===== src/hdl/adaptive_envelope_trigger_assert.svh =====
// Assertion macros for the adaptive envelope trigger.
// Depends on nothing; expects signals clk and arst_n in the including module.
`ifndef ADAPTIVE_ENVELOPE_TRIGGER_ASSERT_SVH
`define ADAPTIVE_ENVELOPE_TRIGGER_ASSERT_SVH
`ifndef SYNTHESIS
// Same-cycle implication, checked on every rising clock edge out of reset.
`define AET_ASSERT_NOW(name, ante, cons) \
	name: assert property (@(posedge clk) disable iff (!arst_n) (ante) |-> (cons)) \
		else $error("assertion failed: same-cycle rule");
// Next-cycle implication.
`define AET_ASSERT_NEXT(name, ante, cons) \
	name: assert property (@(posedge clk) disable iff (!arst_n) (ante) |=> (cons)) \
		else $error("assertion failed: next-cycle rule");
`else
`define AET_ASSERT_NOW(name, ante, cons)
`define AET_ASSERT_NEXT(name, ante, cons)
`endif
`endif


===== src/hdl/aet_pkg.sv =====
// Shared constants and types of the adaptive envelope trigger.
// Depends on nothing; used by aet_envelope and adaptive_envelope_trigger.
package aet_pkg;

	localparam int SAMPLE_BITS_DEFAULT = 10;
	localparam int HOLD_BITS = 16;
	localparam logic [HOLD_BITS-1:0] HOLD_TICKS_RESET = 16'd200;

	localparam int APB_ADDR_BITS = 3;
	localparam int APB_DATA_BITS = 32;
	localparam logic [APB_ADDR_BITS-1:0] ADDR_HOLD_TICKS = 3'h0;

	localparam int FLAGS_BITS = 3;
	localparam int FLAG_LOW = 0;
	localparam int FLAG_HIGH = 1;
	localparam int FLAG_ACTIVE = 2;

	localparam int TELE_BITS = 8;
	// low, high, active, telemetry byte, padded to whole bytes
	localparam int OUT_TDATA_BITS = ((FLAGS_BITS + TELE_BITS + 7) / 8) * 8;

	typedef struct packed {
		logic below;
		logic above;
	} aet_excursion_t;

endpackage


===== src/hdl/aet_envelope.sv =====
// Running mean and upper/lower envelope trackers with the excursion compare.
// Depends on aet_pkg.
module aet_envelope import aet_pkg::*; #(
	parameter int SAMPLE_BITS = SAMPLE_BITS_DEFAULT
) (
	input  logic                   clk,
	input  logic                   arst_n,
	input  logic                   update,
	input  logic [SAMPLE_BITS-1:0] sample,
	output aet_excursion_t         excursion
);

	localparam int ACC_BITS = SAMPLE_BITS + 6;
	localparam logic [ACC_BITS-1:0] ROUND32 = ACC_BITS'(16);
	localparam logic [ACC_BITS-1:0] ROUND16 = ACC_BITS'(8);

	typedef logic [SAMPLE_BITS-1:0] level_t;
	typedef logic [ACC_BITS-1:0] acc_t;

	// (target + 31*level + 16) >> 5
	function automatic level_t blend32(level_t target, level_t level);
		acc_t acc;
		acc = acc_t'(target) + (acc_t'(level) << 5) - acc_t'(level) + ROUND32;
		return acc[SAMPLE_BITS+4:5];
	endfunction

	// (target + 15*level + 8) >> 4
	function automatic level_t blend16(level_t target, level_t level);
		acc_t acc;
		acc = acc_t'(target) + (acc_t'(level) << 4) - acc_t'(level) + ROUND16;
		return acc[SAMPLE_BITS+3:4];
	endfunction

	level_t mean_q, upper_q, lower_q;
	level_t mean_n, upper_n, lower_n;

	always_comb begin
		mean_n  = blend32(sample, mean_q);
		upper_n = upper_q;
		lower_n = lower_q;
		if (sample > mean_n) begin
			upper_n = blend16(sample, upper_q);
		end else if (sample < mean_n) begin
			lower_n = blend16(sample, lower_q);
		end else begin
			upper_n = blend32(mean_n, upper_q);
			lower_n = blend32(mean_n, lower_q);
		end
		excursion.below = sample < lower_n;
		excursion.above = sample > upper_n;
	end

	always_ff @(posedge clk or negedge arst_n) begin
		if (!arst_n) begin
			mean_q  <= {1'b0, {(SAMPLE_BITS-1){1'b1}}};
			upper_q <= '0;
			lower_q <= '1;
		end else if (update) begin
			mean_q  <= mean_n;
			upper_q <= upper_n;
			lower_q <= lower_n;
		end
	end

endmodule


===== src/hdl/adaptive_envelope_trigger.sv =====
// Adaptive envelope trigger: an input transfer passes through the input register, then
// the result register, to the output port; one item per cycle unless the output stalls.
// The tracker state is updated as the item leaves the input register, so the next
// item can follow in the very next cycle.
// Reset (arst_n low, asynchronous) empties both registers, sets the mean to half scale,
// the envelopes to zero and full scale, clears flags and hold, and loads hold_ticks 200.
`include "adaptive_envelope_trigger_assert.svh"
module adaptive_envelope_trigger import aet_pkg::*; #(
	parameter int SAMPLE_BITS = SAMPLE_BITS_DEFAULT
) (
	input  logic                      clk,
	input  logic                      arst_n,
	// Input stream.
	input  logic                      s_axis_tvalid,
	output logic                      s_axis_tready,
	// tdata from bit 0 up: sample, tick, zero padding.
	input  logic [((SAMPLE_BITS+8)/8)*8-1:0] s_axis_tdata,
	// tuser: sample_valid.
	input  logic                      s_axis_tuser,
	// Result stream.
	output logic                      m_axis_tvalid,
	input  logic                      m_axis_tready,
	// tdata from bit 0 up: low_event, high_event, active, telemetry_byte, zero padding.
	output logic [OUT_TDATA_BITS-1:0] m_axis_tdata,
	// tuser: telemetry_valid.
	output logic                      m_axis_tuser,
	// Configuration port.
	input  logic                      psel,
	input  logic                      penable,
	input  logic                      pwrite,
	input  logic [APB_ADDR_BITS-1:0]  paddr,
	input  logic [APB_DATA_BITS-1:0]  pwdata,
	output logic [APB_DATA_BITS-1:0]  prdata,
	output logic                      pready
);

	// Configuration register. Writes complete in the access cycle; reads return
	// the register zero-extended, and unused addresses read as zero.
	logic [HOLD_BITS-1:0] hold_ticks_q;

	assign pready = 1'b1;
	assign prdata = (paddr == ADDR_HOLD_TICKS) ?
		{{(APB_DATA_BITS-HOLD_BITS){1'b0}}, hold_ticks_q} : '0;

	always_ff @(posedge clk or negedge arst_n) begin
		if (!arst_n) begin
			hold_ticks_q <= HOLD_TICKS_RESET;
		end else if (psel && penable && pwrite && pready && paddr == ADDR_HOLD_TICKS) begin
			hold_ticks_q <= pwdata[HOLD_BITS-1:0];
		end
	end

	// Input register. It takes a new transfer whenever it is empty or its item
	// moves on to the result register in the same cycle.
	logic                   valid_s1;
	logic                   sample_valid_s1;
	logic [SAMPLE_BITS-1:0] sample_s1;
	logic                   tick_s1;
	logic                   advance;
	logic                   out_valid_q;

	assign advance       = valid_s1 && (!out_valid_q || m_axis_tready);
	assign s_axis_tready = !valid_s1 || advance;

	always_ff @(posedge clk or negedge arst_n) begin
		if (!arst_n) begin
			valid_s1 <= 1'b0;
		end else if (s_axis_tready) begin
			valid_s1 <= s_axis_tvalid;
		end
	end

	always_ff @(posedge clk) begin
		if (s_axis_tvalid && s_axis_tready) begin
			sample_valid_s1 <= s_axis_tuser;
			sample_s1       <= s_axis_tdata[SAMPLE_BITS-1:0];
			tick_s1         <= s_axis_tdata[SAMPLE_BITS];
		end
	end

	// Mean and envelope tracking. The trackers only move on items that carry
	// a sample.
	aet_excursion_t excursion;

	aet_envelope #(
		.SAMPLE_BITS(SAMPLE_BITS)
	) u_envelope (
		.clk       (clk),
		.arst_n    (arst_n),
		.update    (advance && sample_valid_s1),
		.sample    (sample_s1),
		.excursion (excursion)
	);

	// Hold counter and flags. The tick is applied first and saturates at zero;
	// an excursion in the same item then reloads the counter. A quiet sample
	// clears low and high, and drops active only once the counter is zero.
	logic [HOLD_BITS-1:0]  hold_q, hold_dec, hold_n;
	logic [FLAGS_BITS-1:0] flags_q, flags_n;
	logic                  reload;

	always_comb begin
		hold_dec = (tick_s1 && hold_q != '0) ? hold_q - 1'b1 : hold_q;
		hold_n   = hold_dec;
		flags_n  = flags_q;
		reload   = 1'b0;
		if (sample_valid_s1) begin
			flags_n = '0;
			if (excursion.below) begin
				flags_n[FLAG_LOW]    = 1'b1;
				flags_n[FLAG_ACTIVE] = 1'b1;
				reload               = 1'b1;
			end else if (excursion.above) begin
				flags_n[FLAG_HIGH]   = 1'b1;
				flags_n[FLAG_ACTIVE] = 1'b1;
				reload               = 1'b1;
			end else begin
				flags_n[FLAG_ACTIVE] = flags_q[FLAG_ACTIVE] && hold_dec != '0;
			end
			if (reload) begin
				hold_n = hold_ticks_q;
			end
		end
	end

	always_ff @(posedge clk or negedge arst_n) begin
		if (!arst_n) begin
			hold_q  <= '0;
			flags_q <= '0;
		end else if (advance) begin
			hold_q  <= hold_n;
			flags_q <= flags_n;
		end
	end

	// Result register. Telemetry carries the top eight sample bits, or zero
	// when the item had no sample.
	logic [OUT_TDATA_BITS-1:0] out_data_q;
	logic                      out_tele_valid_q;
	logic [TELE_BITS-1:0]      tele_byte;

	assign tele_byte = sample_valid_s1 ? sample_s1[SAMPLE_BITS-1 -: TELE_BITS] : '0;

	always_ff @(posedge clk or negedge arst_n) begin
		if (!arst_n) begin
			out_valid_q <= 1'b0;
		end else if (advance) begin
			out_valid_q <= 1'b1;
		end else if (m_axis_tready) begin
			out_valid_q <= 1'b0;
		end
	end

	always_ff @(posedge clk) begin
		if (advance) begin
			out_data_q <= {{(OUT_TDATA_BITS-FLAGS_BITS-TELE_BITS){1'b0}},
				tele_byte, flags_n};
			out_tele_valid_q <= sample_valid_s1;
		end
	end

	assign m_axis_tvalid = out_valid_q;
	assign m_axis_tdata  = out_data_q;
	assign m_axis_tuser  = out_tele_valid_q;

	// Low and high never stand together, and either implies active.
	`AET_ASSERT_NOW(a_flags_consistent, flags_q[FLAG_LOW] || flags_q[FLAG_HIGH], flags_q[FLAG_ACTIVE] && !(flags_q[FLAG_LOW] && flags_q[FLAG_HIGH]))
	// The hold counter only grows through a reload from the register.
	`AET_ASSERT_NEXT(a_hold_no_growth, advance && !reload, hold_q <= $past(hold_q))
	// An item in the input register is never dropped while the output stalls.
	`AET_ASSERT_NEXT(a_s1_kept, valid_s1 && !advance, valid_s1 && $stable(sample_s1))

endmodule

===== config.mk =====
export PLATFORM = sky130hd
export DESIGN_NAME = adaptive_envelope_trigger
export DESIGN_NICKNAME = d
export VERILOG_FILES = /design/src/hdl/aet_pkg.sv /design/src/hdl/aet_envelope.sv /design/src/hdl/adaptive_envelope_trigger.sv
export VERILOG_INCLUDE_DIRS = /design/src /design/src/hdl
export SDC_FILE = /design/constraint.sdc
export NUM_CORES = 1
export LEC_CHECK = 0
export BUFFER_PORTS_ARGS = -buffer_cell sky130_fd_sc_hd__buf_2
export CAP_MARGIN = 20
export CORE_ASPECT_RATIO = 0.7
export CORE_UTILIZATION = 46
export DETAILED_ROUTE_END_ITERATION = 8
export GPL_TIMING_DRIVEN = 0
export PLACE_DENSITY = 0.79
export SETUP_SLACK_MARGIN = 0.2
export SYNTH_ARGS = -nofsm -noshare
export SYNTH_HDL_FRONTEND = slang
export SYNTH_SLANG_ARGS = --single-unit

===== constraint.sdc =====
create_clock -name clk -period 6.23 [get_ports clk]
set_input_delay 0.623 -clock clk [delete_from_list [all_inputs] [get_ports clk]]
set_output_delay 0.623 -clock clk [all_outputs]
set_load 0.02 [all_outputs]

==> results.tsv <==
metric	value	unit
status	complete, but fails checks	
violations	negative setup slack	
max_freq	139.4	MHz
fin_util	61.77	%
clk_latency	0.36	ns
drt-total-wl	27300	um
drt_iter0_drc	988	
first_pass_iters	6	
via_count	7922	
yosysWarnings	0	
cts_sinks	91	
grt_first_pass_wirelength	39090	um
finalCritPeriodShare	115.1	%
diodes	0	
h-tree-depth	3	
synth.top_cells.by_area	ha_1, dfrtp_1, edfxtp_1	
finalNonFillerCells	1333	
hold-worst-slack	0.3948	ns
numCtsBuffers	9	
worst-path-max-fanout	10	
drt.antenna.violating_nets	0	
cts_buffer_depth	2	
wl_per_cell	20.48	um
worstPathArrival	7.40	ns
slew_viol_final	0	
synthXorXnorAreaFrac	4.418	%
layout-drive-gt1-share	32.67	%
postLayoutSetupSlackWorst	-0.9422	ns
ys_async_sr_fraction	73.63	%
finalHoldViolations	0	
drc_errors	0	
period_minus_slack	7.172	ns
rsz0062_at_grt	true	
cp-start-kind	register	
critPathCaptureType	register	
area_delta_synth_final	29.21	%
viasPerCell	5.943	
cpPeakStageDelay	0.55	ns
synth_compound_area_share	15.58	%
slew_headroom	39.78	%
seq_area_frac_synth	29.12	%
pre_cts_ws	-1.498	ns
synth_top_family_by_area	adder cells	
critPathSlowestCell	fa_1	
synthMuxAreaShare	5.274	%
antenna_found_initial	0	
first_global_vias	7226	
hold_path.class	primary input to asynchronous set/reset pin	
design.die.area	18650	sq um
synth-simple-area-share	15.37	%
hpwl	18180	um
grt_max_degree	68	
reg2reg_slack	-0.94	ns
clock-root-buffer	clkbuf_16	
synthDistinctLibCells	66	
initial_core_util	47.81	%
die_h	114.6	um
setup_viol	22	
io_buffer_count	67	
ys_ff_latch	91	
syn_inst	916	
rr_worst_depth	30	
row_count	40	
synthFlopType	dfrtp_1	
synthAdderAreaFrac	21.97	%
synth_top_area_cell	ha_1	
syn_area_per_cell	9.090	sq um
num_io_pins	111	
coreArea	17420	sq um
r2r_start	sample_s1[7]	
die_x	162.8	um
cts_tree	built	
netlist_area	8327	sq um
drv_cap	0	
clock_skew	0.008010	ns
synth-edff-count	24	
gp_congestion	0.9499	
timing.critical_path.mode_cell	a21o_1	
yosysTopAreaCellShare	15.48	%
path_clk_slew	0.07	ns
grt-ovfl-total	0	
nets	1286	
path_class	register to register	
dp_cells	1235	
worst_r2r_endpoint	hold_q[4]	
grt.total_usage	27.86	%
startpoint	sample_s1[7]	
max_slew.worst_pin.slew	0.9034	ns
worstPathRequired	6.46	ns
==> through the flow <==
stage	area (sq um)	TNS [ns]
after floorplan	8607	0
after global placement	9231	-27.47
after detailed placement	9249	-29.10
after CTS	10280	-11.39
after global routing	10760	-21.00
final	10760	-18.70
==> cell usage in the layout, fill, tap and decap left out, types with 23 or more instances in the layout <==
master    Yosys  final
buf_4        23     96
inv_1       108     92
ha_1        103     83
buf_2         1     67
nand2_1      63     62
nor2_1       54     51
dfrtp_1      45     45
o21ai_0      41     34
a21oi_1      52     31
fa_1         27     27
edfxtp_1     24     24
mux2_2       23     23
==> worst max-delay path by stage <==
stage,end,slack [ns],cells past startpoint
2_1_floorplan,hold_q[12],0.02,30
3_3_place_gp,hold_q[3],-1.42,29
3_5_place_dp,hold_q[3],-1.50,27
4_1_cts,hold_q[12],-0.66,30
5_1_grt,hold_q[3],-1.05,34
6_report,hold_q[4],-0.94,30
==> layer usage <==
metal  wire, um  up-vias  track usage, %
li1           -     3532               -
met1      11350     3718           39.93
met2      11420      558           39.52
met3       3535      114           9.236
met4        997        0           8.100
met5          0        -               0
==> area by class of cell <==
| class | instances | area (sq um) |
|---|---|---|
| clock inverters | 6 | 50.05 |
| inverters | 109 | 436.7 |
| well taps | 231 | 289.0 |
| fillers | 1365 | 6658 |
| repair buffers | 150 | 999.7 |
| flip-flops and latches | 91 | 2425 |
| multi-input cells | 689 | 5958 |
| plain buffers | 47 | 350.3 |
| clock buffers | 10 | 250.2 |
==> kinds of logic (layout without fill, tap and decap cells) <==
family	Yosys count	in the layout
muxes	41	41
and+or+nand+nor	258	258
buffers and inverters	156	322
adders and majority gates	130	130
AOI/OAI and AO/OA	196	196
DFF	91	91
other	2	22
xor gates and xnor gates	42	42
==> worst max-delay path, delay by kind of cell, from the launching register on <==
family                   cells  cell delay (ns)
AO/OA/AOI/OAI               11             2.01
XOR/XNOR                     1             0.18
adder cells (fa/ha/maj)      4             1.42
buffers and inverters        6             1.26
flip-flops                   1             0.48
multiplexers                 1             0.20
AND/OR/NAND/NOR              7             1.46
==> synth_stat cells (23+ instances only) <==
| library cell | n |
|---|---|
| inv_1 | 108 |
| ha_1 | 103 |
| nand2_1 | 63 |
| nor2_1 | 54 |
| a21oi_1 | 52 |
| dfrtp_1 | 45 |
| o21ai_0 | 41 |
| fa_1 | 27 |
| nor3_1 | 25 |
| xnor2_1 | 25 |
| edfxtp_1 | 24 |
| buf_4 | 23 |
| mux2_2 | 23 |
==> state kept, by name (all words and copies together), names as in the netlist <==
signal and cells:
hold_q 16, hold_ticks_q 16, m_axis_tdata 11, sample_s1 10, u_envelope.lower_q 10, u_envelope.mean_q 10
u_envelope.upper_q 10, flags_q 3, m_axis_tuser 1, m_axis_tvalid 1, sample_valid_s1 1, tick_s1 1
valid_s1 1
==> timing repair <==
item	in CTS	in global routing
pin swaps	51	48
gates resized for setup	75	51
endpoints found under the setup margin	22	22
buffers inserted	47	32
hold buffers	0	0
gates cloned	2	1
Power is not shown: default switching activity piles up to over one toggle a cycle in this logic, so the estimate is an artifact.
